==> config.mk <==
export PLATFORM = sky130hd
export DESIGN_NAME = length_prefixed_byte_framer_unit
export DESIGN_NICKNAME = d
export VERILOG_FILES = /design/src/rtl/lpbf_pkg.sv /design/src/rtl/lpbf_front.sv /design/src/rtl/lpbf_back.sv /design/src/rtl/length_prefixed_byte_framer_unit.sv
export SDC_FILE = /design/constraint.sdc
export NUM_CORES = 1
export LEC_CHECK = 0
export BUFFER_PORTS_ARGS = -buffer_cell sky130_fd_sc_hd__buf_4
export CAP_MARGIN = 20
export CORE_MARGIN = 1
export CORE_UTILIZATION = 65
export DETAILED_ROUTE_END_ITERATION = 10
export GPL_ROUTABILITY_DRIVEN = 0
export PLACE_DENSITY = 0.82
export SYNTH_ARGS = -nofsm -noshare
export SYNTH_HDL_FRONTEND = slang
export SYNTH_SLANG_ARGS = --single-unit
==> constraint.sdc <==
create_clock -name clk -period 9.3 [get_ports clk]
set_input_delay 0.93 -clock clk [delete_from_list [all_inputs] [get_ports clk]]
set_output_delay 0.93 -clock clk [all_outputs]
set_load 0.005 [all_outputs]
==> src/rtl/lpbf_pkg.sv <==
`timescale 1ns / 1ps
// ============================================================================
// lpbf_pkg
// Shared types and constants of the length-prefixed byte framer: channel
// payloads, the classified event that crosses the internal queue, and the
// configuration codes and reset values.
// ============================================================================
package lpbf_pkg;

    typedef struct packed {
        logic [1:0] mode;
        logic [7:0] byte_value;
    } in_item_t;

    typedef struct packed {
        logic       tx_valid;
        logic [7:0] tx_byte;
        logic [1:0] link_state;
        logic       packet_held;
    } out_item_t;

    typedef enum logic [3:0] {
        EV_TICK   = 4'b0001,
        EV_BYTE   = 4'b0010,
        EV_TXFREE = 4'b0100,
        EV_NONE   = 4'b1000
    } ev_kind_t;

    typedef struct packed {
        ev_kind_t   kind;
        logic [7:0] data;
    } event_t;

    typedef struct packed {
        logic [7:0] rx_timeout;
        logic [7:0] echo_delay;
    } cfg_t;

    localparam logic [1:0] MODE_TICK   = 2'd0;
    localparam logic [1:0] MODE_BYTE   = 2'd1;
    localparam logic [1:0] MODE_TXFREE = 2'd2;

    localparam logic [1:0] LINK_IDLE = 2'd0;
    localparam logic [1:0] LINK_RX   = 2'd1;
    localparam logic [1:0] LINK_TX   = 2'd2;
    localparam logic [1:0] LINK_DROP = 2'd3;

    localparam logic CFG_RX_TIMEOUT = 1'b0;
    localparam logic CFG_ECHO_DELAY = 1'b1;

    localparam logic [7:0] RX_TIMEOUT_RST = 8'd100;
    localparam logic [7:0] ECHO_DELAY_RST = 8'd200;
    localparam logic [7:0] ASCII_ZERO     = 8'd48;
    localparam logic [7:0] TICK_MAX       = 8'd255;

endpackage

==> src/rtl/lpbf_front.sv <==
`timescale 1ns / 1ps
// ============================================================================
// lpbf_front
// Input side: accepts link events, decodes the mode into an event kind and
// queues them in a two-entry FIFO for the framing engine.
// ============================================================================
module lpbf_front
    import lpbf_pkg::*;
(
    input  logic     clk,
    input  logic     rst_n,
    input  logic     in_valid,
    output logic     in_stall,
    input  in_item_t in_data,
    output logic     q_valid,
    output event_t   q_data,
    input  logic     q_pop
);

    event_t     q_mem [2];
    logic       wr_ptr_reg;
    logic       wr_ptr_next;
    logic       rd_ptr_reg;
    logic       rd_ptr_next;
    logic [1:0] count_reg;
    logic [1:0] count_next;
    logic       push;
    event_t     ev_in;

    always_comb
    begin
        ev_in.data = in_data.byte_value;
        unique case (in_data.mode)
            MODE_TICK:   ev_in.kind = EV_TICK;
            MODE_BYTE:   ev_in.kind = EV_BYTE;
            MODE_TXFREE: ev_in.kind = EV_TXFREE;
            default:     ev_in.kind = EV_NONE;
        endcase
    end

    assign in_stall = (count_reg == 2'd2);
    assign push     = in_valid && !in_stall;
    assign q_valid  = (count_reg != 2'd0);
    assign q_data   = q_mem[rd_ptr_reg];

    always_comb
    begin
        wr_ptr_next = push ? ~wr_ptr_reg : wr_ptr_reg;
        rd_ptr_next = q_pop ? ~rd_ptr_reg : rd_ptr_reg;
        count_next  = count_reg + 2'(push) - 2'(q_pop);
    end

    always_ff @(posedge clk)
    begin
        if (push)
        begin
            q_mem[wr_ptr_reg] <= ev_in;
        end
    end

    always_ff @(posedge clk or negedge rst_n)
    begin
        if (!rst_n)
        begin
            wr_ptr_reg <= 1'b0;
            rd_ptr_reg <= 1'b0;
            count_reg  <= 2'd0;
        end
        else
        begin
            wr_ptr_reg <= wr_ptr_next;
            rd_ptr_reg <= rd_ptr_next;
            count_reg  <= count_next;
        end
    end

endmodule

==> src/rtl/lpbf_back.sv <==
`timescale 1ns / 1ps
// ============================================================================
// lpbf_back
// Framing engine: runs one queued event per pass (read cycle, then execute),
// keeps the link phase, counters and two packet banks, and registers the
// result. An echo swaps the bank roles instead of copying bytes.
// ============================================================================
module lpbf_back
    import lpbf_pkg::*;
#(
    parameter int BUFFER_BYTES = 20
)
(
    input  logic      clk,
    input  logic      rst_n,
    input  cfg_t      cfg,
    input  logic      q_valid,
    input  event_t    q_data,
    output logic      q_pop,
    output logic      out_valid,
    input  logic      out_stall,
    output out_item_t out_data
);

    localparam int PTR_W  = $clog2(BUFFER_BYTES + 1);
    localparam int ADDR_W = $clog2(BUFFER_BYTES);
    localparam logic [PTR_W-1:0] BUF_P = PTR_W'(BUFFER_BYTES);
    localparam logic [7:0]       BUF_8 = 8'(BUFFER_BYTES);

    typedef enum logic [3:0] {
        PH_IDLE = 4'b0001,
        PH_RX   = 4'b0010,
        PH_TX   = 4'b0100,
        PH_DROP = 4'b1000
    } phase_t;

    typedef enum logic [1:0] {
        CT_READ = 2'b01,
        CT_EXEC = 2'b10
    } ctl_t;

    function automatic logic [1:0] link_code(input phase_t ph);
        logic [1:0] code;
        unique case (ph)
            PH_RX:   code = LINK_RX;
            PH_TX:   code = LINK_TX;
            PH_DROP: code = LINK_DROP;
            default: code = LINK_IDLE;
        endcase
        return code;
    endfunction

    logic [7:0]        bank0_mem [BUFFER_BYTES];
    logic [7:0]        bank1_mem [BUFFER_BYTES];
    logic [7:0]        rd0_reg;
    logic [7:0]        rd1_reg;
    logic [7:0]        rd_data;
    logic              rd_en;

    ctl_t              ctl_reg;
    ctl_t              ctl_next;
    phase_t            phase_reg;
    phase_t            phase_next;
    logic [7:0]        tick_reg;
    logic [7:0]        tick_next;
    logic [PTR_W-1:0]  ptr_reg;
    logic [PTR_W-1:0]  ptr_next;
    logic [7:0]        left_reg;
    logic [7:0]        left_next;
    logic              full_reg;
    logic              full_next;
    logic              sel_reg;
    logic              sel_next;
    logic [ADDR_W-1:0] rx_len_reg;
    logic [ADDR_W-1:0] rx_len_next;
    logic [ADDR_W-1:0] tx_len_reg;
    logic [ADDR_W-1:0] tx_len_next;
    logic              out_valid_reg;
    out_item_t         res_reg;
    out_item_t         res_next;

    logic              commit;
    logic              wr_en;
    logic [7:0]        len8;

    assign commit    = (ctl_reg == CT_EXEC) && (!out_valid_reg || !out_stall);
    assign q_pop     = commit;
    assign out_valid = out_valid_reg;
    assign out_data  = res_reg;
    assign rd_en     = (ctl_reg == CT_READ) && q_valid && (ptr_reg < BUF_P);
    assign rd_data   = sel_reg ? rd1_reg : rd0_reg;
    assign len8      = q_data.data - ASCII_ZERO;
    assign ctl_next  = (ctl_reg == CT_READ) ? (q_valid ? CT_EXEC : CT_READ)
                                            : (commit ? CT_READ : CT_EXEC);

    // One event's worth of framing; all *_next start from the held state.
    always_comb
    begin
        phase_next  = phase_reg;
        tick_next   = tick_reg;
        ptr_next    = ptr_reg;
        left_next   = left_reg;
        full_next   = full_reg;
        sel_next    = sel_reg;
        rx_len_next = rx_len_reg;
        tx_len_next = tx_len_reg;
        wr_en       = 1'b0;
        res_next    = '0;

        if (q_data.kind == EV_TICK && tick_reg != TICK_MAX)
        begin
            tick_next = tick_reg + 8'd1;
        end

        // Echo due: hand the held bank to the sender and start sending.
        if (phase_reg == PH_IDLE && tick_next > cfg.echo_delay && full_reg)
        begin
            sel_next    = ~sel_reg;
            tx_len_next = rx_len_reg;
            full_next   = 1'b0;
            left_next   = 8'(rx_len_reg) + 8'd1;
            ptr_next    = '0;
            phase_next  = PH_TX;
        end

        unique case (phase_next)
            PH_IDLE:
            begin
                if (q_data.kind == EV_BYTE)
                begin
                    left_next = len8;
                    tick_next = '0;
                    if (full_next || len8 >= BUF_8)
                    begin
                        if (len8 != 8'd0)
                        begin
                            phase_next = PH_DROP;
                        end
                    end
                    else
                    begin
                        rx_len_next = len8[ADDR_W-1:0];
                        ptr_next    = PTR_W'(1);
                        if (len8 == 8'd0)
                        begin
                            full_next = 1'b1;
                        end
                        else
                        begin
                            phase_next = PH_RX;
                        end
                    end
                end
            end
            PH_DROP:
            begin
                if (q_data.kind == EV_BYTE)
                begin
                    left_next = left_reg - 8'd1;
                    if (left_reg == 8'd1)
                    begin
                        phase_next = PH_IDLE;
                        tick_next  = '0;
                    end
                end
                else if (tick_next >= cfg.rx_timeout)
                begin
                    ptr_next   = '0;
                    phase_next = PH_IDLE;
                    tick_next  = '0;
                end
            end
            PH_RX:
            begin
                if (q_data.kind == EV_BYTE)
                begin
                    wr_en     = (ptr_reg < BUF_P);
                    ptr_next  = ptr_reg + PTR_W'(1);
                    left_next = left_reg - 8'd1;
                    tick_next = '0;
                    if (left_reg == 8'd1)
                    begin
                        full_next  = 1'b1;
                        phase_next = PH_IDLE;
                    end
                end
                else if (tick_next >= cfg.rx_timeout)
                begin
                    ptr_next   = '0;
                    phase_next = PH_IDLE;
                    tick_next  = '0;
                end
            end
            PH_TX:
            begin
                if (q_data.kind == EV_TXFREE && left_next != 8'd0)
                begin
                    res_next.tx_valid = 1'b1;
                    if (ptr_next == '0)
                    begin
                        res_next.tx_byte = 8'(tx_len_next) + ASCII_ZERO;
                    end
                    else if (ptr_next < BUF_P)
                    begin
                        res_next.tx_byte = rd_data;
                    end
                    if (left_next == 8'd1)
                    begin
                        phase_next = PH_IDLE;
                        tick_next  = '0;
                    end
                    ptr_next  = ptr_next + PTR_W'(1);
                    left_next = left_next - 8'd1;
                end
            end
            default:
            begin
                phase_next = PH_IDLE;
            end
        endcase

        res_next.link_state  = link_code(phase_next);
        res_next.packet_held = full_next;
    end

    // Receive writes go to the bank the sender does not own.
    always_ff @(posedge clk)
    begin
        if (commit && wr_en)
        begin
            if (sel_reg)
            begin
                bank0_mem[ptr_reg[ADDR_W-1:0]] <= q_data.data;
            end
            else
            begin
                bank1_mem[ptr_reg[ADDR_W-1:0]] <= q_data.data;
            end
        end
        if (rd_en)
        begin
            rd0_reg <= bank0_mem[ptr_reg[ADDR_W-1:0]];
            rd1_reg <= bank1_mem[ptr_reg[ADDR_W-1:0]];
        end
    end

    always_ff @(posedge clk)
    begin
        if (commit)
        begin
            res_reg    <= res_next;
            rx_len_reg <= rx_len_next;
            tx_len_reg <= tx_len_next;
        end
    end

    always_ff @(posedge clk or negedge rst_n)
    begin
        if (!rst_n)
        begin
            ctl_reg       <= CT_READ;
            phase_reg     <= PH_IDLE;
            tick_reg      <= '0;
            ptr_reg       <= '0;
            left_reg      <= '0;
            full_reg      <= 1'b0;
            sel_reg       <= 1'b0;
            out_valid_reg <= 1'b0;
        end
        else
        begin
            ctl_reg <= ctl_next;
            if (commit)
            begin
                phase_reg <= phase_next;
                tick_reg  <= tick_next;
                ptr_reg   <= ptr_next;
                left_reg  <= left_next;
                full_reg  <= full_next;
                sel_reg   <= sel_next;
            end
            if (commit)
            begin
                out_valid_reg <= 1'b1;
            end
            else if (!out_stall)
            begin
                out_valid_reg <= 1'b0;
            end
        end
    end

    a_exec_has_item: assert property (@(posedge clk) disable iff (!rst_n)
        ctl_reg == CT_EXEC |-> q_valid)
        else $error("execute cycle without a queued event");

    a_tx_only_sending: assert property (@(posedge clk) disable iff (!rst_n)
        commit && res_next.tx_valid |-> phase_reg == PH_TX || sel_next != sel_reg)
        else $error("byte sent outside a send session");

    a_ptr_bound: assert property (@(posedge clk) disable iff (!rst_n)
        ptr_reg <= BUF_P)
        else $error("byte pointer beyond the packet bank");

    a_tx_left_bound: assert property (@(posedge clk) disable iff (!rst_n)
        phase_reg == PH_TX |-> left_reg <= BUF_8)
        else $error("send session longer than the packet bank");

    a_swap_clears_held: assert property (@(posedge clk) disable iff (!rst_n)
        commit && sel_next != sel_reg |=> !full_reg)
        else $error("bank swap left a packet marked as held");

endmodule

==> src/rtl/length_prefixed_byte_framer_unit.sv <==
`timescale 1ns / 1ps
// ============================================================================
// length_prefixed_byte_framer_unit
// Frames length-prefixed packets on a byte link and echoes held packets.
// ----------------------------------------------------------------------------
// Input channel (in_valid / in_stall / in_data): one link event per transfer,
// mode 0 timer tick, 1 received byte, 2 transmitter free.
// Output channel (out_valid / out_stall / out_data): exactly one result per
// input event, in order: an optional byte to transmit, the link state and
// whether a complete packet is held.
// Config channel (cfg_valid / cfg_ready / cfg_index / cfg_data): index 0 is
// the receive timeout, index 1 the echo delay, in ticks; always ready.
// Events enter a two-entry queue; for each event the engine reads the
// packet bank in a read state, then executes it in an execute state and
// registers the result, finishing one event before it reads the next.
// An echo swaps bank roles within that same pass instead of copying bytes.
// Reset clears the link to idle, empties the queue and result register and
// restores the configuration defaults (100 and 200 ticks). While out_stall
// is high the result holds, the engine waits and the queue fills, then
// in_stall rises.
// ============================================================================
module length_prefixed_byte_framer_unit
    import lpbf_pkg::*;
#(
    parameter int BUFFER_BYTES = 20
)
(
    input  logic      clk,
    input  logic      rst_n,
    input  logic      in_valid,
    output logic      in_stall,
    input  in_item_t  in_data,
    output logic      out_valid,
    input  logic      out_stall,
    output out_item_t out_data,
    input  logic      cfg_valid,
    output logic      cfg_ready,
    input  logic      cfg_index,
    input  logic [7:0] cfg_data
);

    logic       cfg_wr;
    logic [7:0] rx_timeout_reg;
    logic [7:0] echo_delay_reg;
    logic       q_valid;
    event_t     q_data;
    logic       q_pop;
    cfg_t       cfg;

    assign cfg_ready      = 1'b1;
    assign cfg_wr         = cfg_valid && cfg_ready;
    assign cfg.rx_timeout = rx_timeout_reg;
    assign cfg.echo_delay = echo_delay_reg;

    always_ff @(posedge clk or negedge rst_n)
    begin
        if (!rst_n)
        begin
            rx_timeout_reg <= RX_TIMEOUT_RST;
            echo_delay_reg <= ECHO_DELAY_RST;
        end
        else if (cfg_wr)
        begin
            unique case (cfg_index)
                CFG_RX_TIMEOUT: rx_timeout_reg <= cfg_data;
                CFG_ECHO_DELAY: echo_delay_reg <= cfg_data;
                default:        echo_delay_reg <= echo_delay_reg;
            endcase
        end
    end

    lpbf_front u_front (
        .clk      (clk),
        .rst_n    (rst_n),
        .in_valid (in_valid),
        .in_stall (in_stall),
        .in_data  (in_data),
        .q_valid  (q_valid),
        .q_data   (q_data),
        .q_pop    (q_pop)
    );

    lpbf_back #(
        .BUFFER_BYTES (BUFFER_BYTES)
    ) u_back (
        .clk       (clk),
        .rst_n     (rst_n),
        .cfg       (cfg),
        .q_valid   (q_valid),
        .q_data    (q_data),
        .q_pop     (q_pop),
        .out_valid (out_valid),
        .out_stall (out_stall),
        .out_data  (out_data)
    );

endmodule
# == Word-level counts from Yosys, hierarchy flattened ==
# Memories as Yosys holds them, arrays and structs flattened. A register that Yosys moved wholly into a read port is not among the register bits.
# Index checks and enable logic that the tools add are counted.
# word_totals
ff_bits,72
latch_bits,0
ram_bits,344
romBits,0
memories,3
# mem_list
name,depth,width,read_ports,rd_clocked_by_memory_dff,wr,line,source
u_back.bank0_mem,20,8,1,1,1,lpbf_back.sv:53,logic [7:0] bank0_mem [BUFFER_BYTES];
u_back.bank1_mem,20,8,1,1,1,lpbf_back.sv:54,logic [7:0] bank1_mem [BUFFER_BYTES];
u_front.q_mem,2,12,1,0,1,lpbf_front.sv:20,event_t q_mem [2];
# classes
add_sub_neg,10
n_mul,0
n_div,0
magnitude_cmp,5
n_eq_ne,20
shift,0
muxes,62
bitwise_logic,5
n_reduce_logical,26
# op_table
operator,count
8-bit 2-to-1 mux,15
4-bit 2-to-1 mux,10
5-bit 2-to-1 mux,8
8-bit case mux with 4 select lines,1
4-bit case mux with 3 select lines,2
8-bit case mux with 3 select lines,1
5-bit case mux with 4 select lines,1
1-bit 2-to-1 mux,18
8-bit by 1-bit == test with 1-bit output (second input constant),2
8-bit nonzero test,2
8-bit by 1-bit subtractor with 8-bit output (second input constant),2
4-bit by 1-bit == test with 1-bit output (second input constant),3
4-bit by 2-bit == test with 1-bit output (second input constant),3
4-bit by 3-bit == test with 1-bit output (second input constant),3
5-bit by 1-bit adder with 5-bit output (second input constant),2
5-bit < comparator (second input constant),2
1-bit logical AND,9
9-bit 2-to-1 mux,1
8-bit by 1-bit adder with 8-bit output (second input constant),1
4-bit == test (second input constant),2
8-bit by 5-bit >= comparator with 1-bit output (second input constant),1
8-bit >= comparator,1
8-bit greater-than comparator,1
8-bit zero test,1
21 further kinds,36

# == Depth between registers and ports, before layout ==
# Gate-level depths: netlist of run 1.
# An unclocked memory read counts as a cell.
# logic_depth
depth_word,14
mapped_depth,26

# == Modules after synthesis ==
# A second synthesis of run 1 with hierarchy kept.
# unflattened
hier_cells,1193
hier_area_um2,18966.9
# by_module_without_submodules
module,instances,cells_each,area_each_um2,seq_area_each_um2
lpbf_back,1,1098,17189.0,11503.5
lpbf_front,1,58,1117.3,820.8
length_prefixed_byte_framer_unit,1,37,660.6,407.9

# == Least setup slack after synthesis of run 1 ==
# No wires, ideal clock.
# synth_path
path_type,flip-flop to flip-flop
from,register u_front.rd_ptr_reg
to,register u_back.left_reg[1]
setup_ns,0.136
t_arrival_ns,5.423
t_required_ns,9.164
slack_ns,3.741
path_stages_with_launch,24
cell_sequence,dfrtp_1 buf_1 o32a_1 nor3_1 nand4_1 nor2_1 xor2_1 ha_1 nand4_1 nor2b_1 or3_1 a21oi_1 clkbuf_1 a21oi_1 ha_1 inv_1 a2111oi_0 a311o_2 or2_2 buf_4 inv_2 o21ai_0 a31oi_1 o22ai_1
# synth_via
elab_chain_cells,12
# synth_lines
item,line,source
"start, declared",lpbf_front.sv:23,logic rd_ptr_reg;
"start signal, assigned",lpbf_front.sv:72,rd_ptr_reg <= rd_ptr_next;
memory 2 x 12 bit (*),--,
"parallel branches: the longest is 10 deep, another holds 8-bit greater-than comparator",--,
8-bit case mux with 3 select lines (*),lpbf_back.sv:126,unique case (phase_next)
"end signal, assigned",lpbf_back.sv:278,left_reg <= left_next;
"end, declared",lpbf_back.sv:68,logic [7:0] left_reg;
# Every way passes the cells marked *.
# A chain may end at the register's enable or synchronous reset.

# == Final worst setup path of run 1 ==
# Ends and elaborated chain as after synthesis.

==> results of run 1 <==
-- metal layers --
metal | wire length (um) | track usage (%) | up-vias
met3 | 4533 | 5.499 | 106
li1 | - | - | 4706
met5 | 0 | 0 | -
met4 | 1140 | 9.311 | 0
met2 | 20640 | 48.85 | 746
met1 | 15810 | 41.19 | 5454
-- final cells by class --
| type | instances | area share, % |
|---|---|---|
| Clock buffer | 54 | 5.287 |
| Sequential cell | 432 | 61.46 |
| Timing Repair Buffer | 52 | 1.980 |
| Tap cell | 378 | 2.282 |
| Inverter | 42 | 0.7605 |
| Antenna cell | 1 | 0.01207 |
| Multi-Input combinational cell | 659 | 27.03 |
| Clock inverter | 22 | 1.195 |
-- report_power, final --
group	switching [W]	internal [W]	total [W]
Clock	0.000720	0.000955	0.00167
Combinational	0.000948	0.000653	0.00160
Sequential	0.000189	0.00247	0.00266
Total	0.00186	0.00408	0.00594
-- metrics by stage --
step                      std cells  total power, W  hold slack [ns]
after detailed placement       1563        0.004262           0.4808
after global placement         1562        0.004207           0.4747
final                          1640        0.005939           0.4215
after floorplan                1191        0.003736           0.4565
after CTS                      1639        0.005943           0.4307
after global routing           1639        0.006154           0.4620
-- cells in the mapped netlist (all sizes together), types with 3 or more instances --
cell | n | share of area [%]
mux4 | 81 | 9.7
a211oi | 5 | 0.27
xor2 | 9 | 0.42
nand4 | 5 | 0.17
or2 | 3 | 0.10
nand2b | 9 | 0.30
mux2i | 22 | 1.2
o21a | 4 | 0.16
dfrtp | 42 | 5.6
edfxtp | 382 | 61
a311o | 3 | 0.17
buf | 20 | 0.53
nor2b | 20 | 0.67
a22oi | 3 | 0.12
a221oi | 8 | 0.37
o221ai | 7 | 0.33
dfstp | 8 | 1.1
or3 | 7 | 0.23
a221o | 8 | 0.43
ha | 31 | 2.1
and2 | 6 | 0.20
a21oi | 26 | 0.69
nor3 | 16 | 0.43
clkbuf | 38 | 0.76
o2bb2ai | 3 | 0.14
a31oi | 7 | 0.23
and3 | 4 | 0.13
o32ai | 4 | 0.19
a21o | 4 | 0.16
nor4 | 4 | 0.21
a32oi | 9 | 0.42
mux2 | 28 | 1.7
o211ai | 5 | 0.20
o22ai | 6 | 0.20
o21ai | 48 | 1.3
nand2 | 85 | 1.7
nand3b | 3 | 0.12
xnor2 | 17 | 0.80
nor4b | 5 | 0.23
o31ai | 4 | 0.16
inv | 42 | 0.84
nand3 | 16 | 0.43
nor2 | 111 | 2.2
-- worst max-delay path: cells and delay by family, from the launching register on --
| family | cells | cell delay (ns) |
|---|---|---|
| AOI/OAI and AO/OA | 8 | 2.46 |
| DFF | 1 | 0.91 |
| and+or+nand+nor | 9 | 2.29 |
| adders and majority gates | 2 | 0.56 |
| xor gates and xnor gates | 1 | 0.26 |
| buffers and inverters | 2 | 0.15 |
-- kinds of logic after synthesis --
| kind of cell | synth area share, % |
|---|---|
| other | 0.02002 |
| DFF | 67.99 |
| xor gates and xnor gates | 1.216 |
| muxes | 12.60 |
| and+or+nand+nor | 7.490 |
| buffers and inverters | 2.138 |
| adders and majority gates | 2.071 |
| AOI/OAI and AO/OA | 6.474 |
-- worst paths after layout --
kind                                             endpoint  cells past startpoint
max                        u_back.left_reg[1]$_DFFE_PN0P_                     22
min                        u_back.tick_reg[6]$_DFFE_PN0P_                      1
max reg2reg                u_back.left_reg[1]$_DFFE_PN0P_                     22
min reg2reg                u_front.wr_ptr_reg$_DFFE_PN0P_                      1
max in group asynchronous   u_back.ptr_reg[0]$_DFFE_PN0P_                      1
min in group clk           u_front.wr_ptr_reg$_DFFE_PN0P_                      1
==> impl_metrics.json, run 1 <==
{
  "tightest_slew_ns": 1.120,
  "report.final.slew_viol_count": 0,
  "dieArea_sq_um": 29490,
  "rsz0062_at_grt": "no",
  "multi_input_area_sq_um": 5603,
  "rows": 61,
  "setup.worst_path.start": "u_front.rd_ptr_reg$_DFFE_PN0P_",
  "cts_tree": "done",
  "start_util_pct": 66.67,
  "cp_cell_sequence": "nand2_1, o32a_1, nor3_1, nand4_1, nor2_1, xor2_1, ha_1, nand4_1, nor2b_1, or3_1, a21oi_1, nor2_1, a21oi_1, ha_1, inv_1, a2111oi_0, a311o_2, or2_2, inv_2, o21ai_0, a31oi_1, o22ai_1",
  "yosysSeqAreaShare_pct": 67.99,
  "num-nets-final": 1284,
  "drive_gt1_share_pct": 19.43,
  "die_y_um": 171.7,
  "synth_edf_count": 382,
  "ys_warn_count": 0,
  "final_hold_viol_count": 0,
  "setup_ws_ns": 2.569,
  "synth_area_sq_um": 18730,
  "timing.rr.start": "u_front.rd_ptr_reg$_DFFE_PN0P_",
  "ctsLongestPathBuffers": 3,
  "tns_ns": 0,
  "hp-class": "input pin to async pin",
  "clk_latency_ns": 0.56,
  "gr-total-overflow": 0,
  "grt_max_degree": 56,
  "cts_setup_buffers": 0,
  "synth.distinct_cells": 72,
  "ir_worst_vdd_mv": 0.1708,
  "cp_data_arrival_time_ns": 7.20,
  "regToRegSetupSlack_ns": 2.57,
  "ctsResizeCount": 0,
  "dp.final_hpwl_um": 24940,
  "final.fill_count": 1668,
  "area_growth_pct": 10.70,
  "drtIter0Drc": 1399,
  "dr.pass1.iters": 6,
  "status": "completed",
  "ys_ff_latch": 432,
  "postPlaceCellArea_sq_um": 19380,
  "power_density_nw_per_um2": 286.5,
  "leakage_nw": 7.125,
  "vias_per_cell": 6.715,
  "syn_nets": 1246,
  "final_common_cell": "edfxtp_1",
  "syn_avg_cell_area_sq_um": 15.72,
  "skew_ns": 0.01618,
  "cp_slowest_cell": "dfrtp_1",
  "setup_viol": 0,
  "fin_crit_sh_pct": 72.38,
  "core_sq_um": 28090,
  "die_w_um": 171.7,
  "critical_path_class": "flop to flop",
  "fin_util_pct": 73.81,
  "worst-path-max-fanout": 23,
  "postRouteAntennaNets": 0,
  "cp-end-kind": "flop",
  "io_pins": 39,
  "stdcell_area_sq_um": 20730,
  "finalCriticalPeriod_ns": 6.731,
  "cts.reportedPaths.clkPinSlew_ns": 0.06,
  "startpoint_type": "flop",
  "relSlewSlack_pct": 25.36,
  "clock_sinks": 432,
  "h-tree-depth": 2,
  "async_reset_ff_share_pct": 11.57,
  "grt_pass1_vias": 10820,
  "maxCapViolCount": 0,
  "cts_buffers": 42,
  "syn_inst": 1191,
  "grt_pass1_wl_um": 63870,
  "final_cell_mix": "382 x edfxtp_1, 111 x nor2_1, 85 x nand2_1",
  "crit_required_ns": 9.77,
  "wl_per_cell_um": 25.69,
  "fmax_ghz": 0.1486,
  "port_buffers": 37,
  "antenna_found_initial": 0,
  "vias": 11010,
  "regArea_sq_um": 12740,
  "hold_buffers": 0,
  "drc": 0,
  "synth_ff_type": "edfxtp_1",
  "post-place-ws_ns": 2.681,
  "slowest_delay_ns": 0.91,
  "root_buffer": "clkbuf_16",
  "wl_um": 42120,
  "globalRouteTotalUtil_pct": 29.84
}
No activity file was read; power rests on OpenSTA's default activity.
==> run 2: changes to the inputs <==
Settings changed: CORE_UTILIZATION 65 to 63, PLACE_DENSITY 0.82 to 0.8.
Clock period 9.3 ns to 6.65 ns, I/O delays scaled along.
==> run 2 against run 1 <==
Global-route usage shrank 1.8 points. Die area grew 3.1%. Register-to-register slack lost 1.7 ns. Wire length shrank 2.2%. Critical endpoint is now u_back.ptr_reg[1]$_DFFE_PN0P_.
==> impl_metrics.json, run 2 (synthesis results as in run 1) <==
{
  "tns_ns": 0,
  "globalRouteTotalUtil_pct": 28.07,
  "fin_util_pct": 71.84,
  "antenna_found_initial": 0,
  "vias_per_cell": 6.619,
  "root_buffer": "clkbuf_16",
  "relSlewSlack_pct": 33.23,
  "die_y_um": 174.4,
  "postRouteAntennaNets": 0,
  "drc": 0,
  "io_pins": 39,
  "ir_worst_vdd_mv": 0.2440,
  "timing.hold.ws_ns": 0.1588,
  "area_growth_pct": 11.00,
  "final_hold_viol_count": 0,
  "startpoint_type": "flop",
  "cp_data_arrival_time_ns": 6.15,
  "cts_setup_buffers": 0,
  "final_common_cell": "edfxtp_1",
  "diodes": 0,
  "cts_buffers": 44,
  "crit_required_ns": 7.06,
  "setup_viol": 0,
  "dieArea_sq_um": 30420,
  "cts.reportedPaths.clkPinSlew_ns": 0.06,
  "ctsLongestPathBuffers": 3,
  "die_w_um": 174.4,
  "fmax_ghz": 0.1742,
  "finalCriticalPeriod_ns": 5.741,
  "report.final.slew_viol_count": 0,
  "skew_ns": 0.02498,
  "rsz0062_at_grt": "no",
  "final_cells": 1650,
  "critical_path_class": "flop to flop",
  "dp.cells": 1570,
  "cp-end-kind": "flop",
  "gr-total-overflow": 0,
  "regArea_sq_um": 12740,
  "grt_max_degree": 51,
  "core_sq_um": 28940,
  "final.fill_count": 1742,
  "fin_crit_sh_pct": 86.33,
  "worst-path-max-fanout": 23,
  "grt_pass1_wl_um": 64230,
  "hold_buffers": 0,
  "hp-class": "input pin to async pin",
  "multi_input_area_sq_um": 5603,
  "clock_sinks": 432,
  "port_buffers": 37,
  "wl_per_cell_um": 24.96,
  "wl_um": 41180,
  "dp.final_hpwl_um": 25240,
  "rows": 62,
  "drive_gt1_share_pct": 19.98,
  "power_density_nw_per_um2": 400.5,
  "clk_latency_ns": 0.55,
  "num-nets-final": 1288,
  "start_util_pct": 64.72,
  "vias": 10920,
  "drtIter0Drc": 1462,
  "maxCapViolCount": 0,
  "h-tree-depth": 2,
  "status": "completed",
  "dr.pass1.iters": 5,
  "final_cell_mix": "382 x edfxtp_1, 111 x nor2_1, 85 x nand2_1",
  "tightest_slew_ns": 0.9979,
  "ctsResizeCount": 0,
  "power.total_w": 0.008324,
  "grt_pass1_vias": 10940,
  "leakage_nw": 7.161,
  "cts_tree": "done"
}
-- run 2: area by class of cell --
class	count	share of cell area, %
Sequential cell	432	61.29
Multi-Input combinational cell	659	26.95
Clock buffer	53	5.508
Tap cell	384	2.311
Timing Repair Buffer	54	2.035
Clock inverter	26	1.144
Inverter	42	0.7584
-- run 2: layer usage --
| layer | wire length (um) | GRT usage [%] | vias up |
|---|---|---|---|
| met4 | 879 | 7.164 | 0 |
| met2 | 20140 | 45.22 | 618 |
| li1 | - | - | 4721 |
| met1 | 16530 | 40.45 | 5503 |
| met3 | 3629 | 4.637 | 80 |
| met5 | 0 | 0 | - |
-- run 2: worst paths after layout --
kind	startpoint	to	slack, ns	cells after the start
min in group clk	in_data[0]	u_front.q_mem[0][0]$_DFFE_PP_	0.30	1
worst min register to register	u_back.ctl_reg[1]$_DFF_PN0_	u_back.out_valid$_DFFE_PN0P_	0.49	2
worst max register to register	u_front.rd_ptr_reg$_DFFE_PN0P_	u_back.ptr_reg[1]$_DFFE_PN0P_	0.91	24
max in group asynchronous	rst_n	u_back.ptr_reg[1]$_DFFE_PN0P_	5.94	1
worst min-delay path	rst_n	rx_timeout_reg[4]$_DFFE_PN0P_	0.16	1
worst max-delay path	u_front.rd_ptr_reg$_DFFE_PN0P_	u_back.ptr_reg[1]$_DFFE_PN0P_	0.91	24
-- run 2: worst max-delay path, stage by stage (launching register included) --
cell       delay, ns
dfrtp_1         0.90
nand2_1         0.15
o32a_1          0.20
nor3_1          0.17
buf_4           0.17
nand4_1         0.22
nor2_1          0.18
xor2_1          0.25
ha_1            0.31
nand4_1         0.20
nor2b_1         0.10
or3_1           0.33
a21oi_1         0.17
buf_4           0.23
nor2_1          0.05
a21oi_1         0.15
ha_1            0.26
inv_1           0.06
a2111oi_0       0.29
a311o_2         0.27
or2_2           0.24
inv_2           0.10
a221o_1         0.36
o21ai_0         0.10
o21ai_0         0.13
-- run 2: where the power goes --
part	switching (W)	leakage [nW]	internal (W)	total, W
sequential	0.000276	4.05	0.00346	0.00374
clock	0.00102	0.675	0.00135	0.00237
combinational	0.00130	2.44	0.000913	0.00222
-- run 2: through the flow --
| step | instance area (sq um) | setup WS (ns) |
|---|---|---|
| after floorplan | 18730 | 1.091 |
| after global placement | 19370 | 1.266 |
| after detailed placement | 19400 | 1.041 |
| after CTS | 20780 | 0.9822 |
| after global routing | 20790 | 0.4105 |
| final | 20790 | 0.9092 |
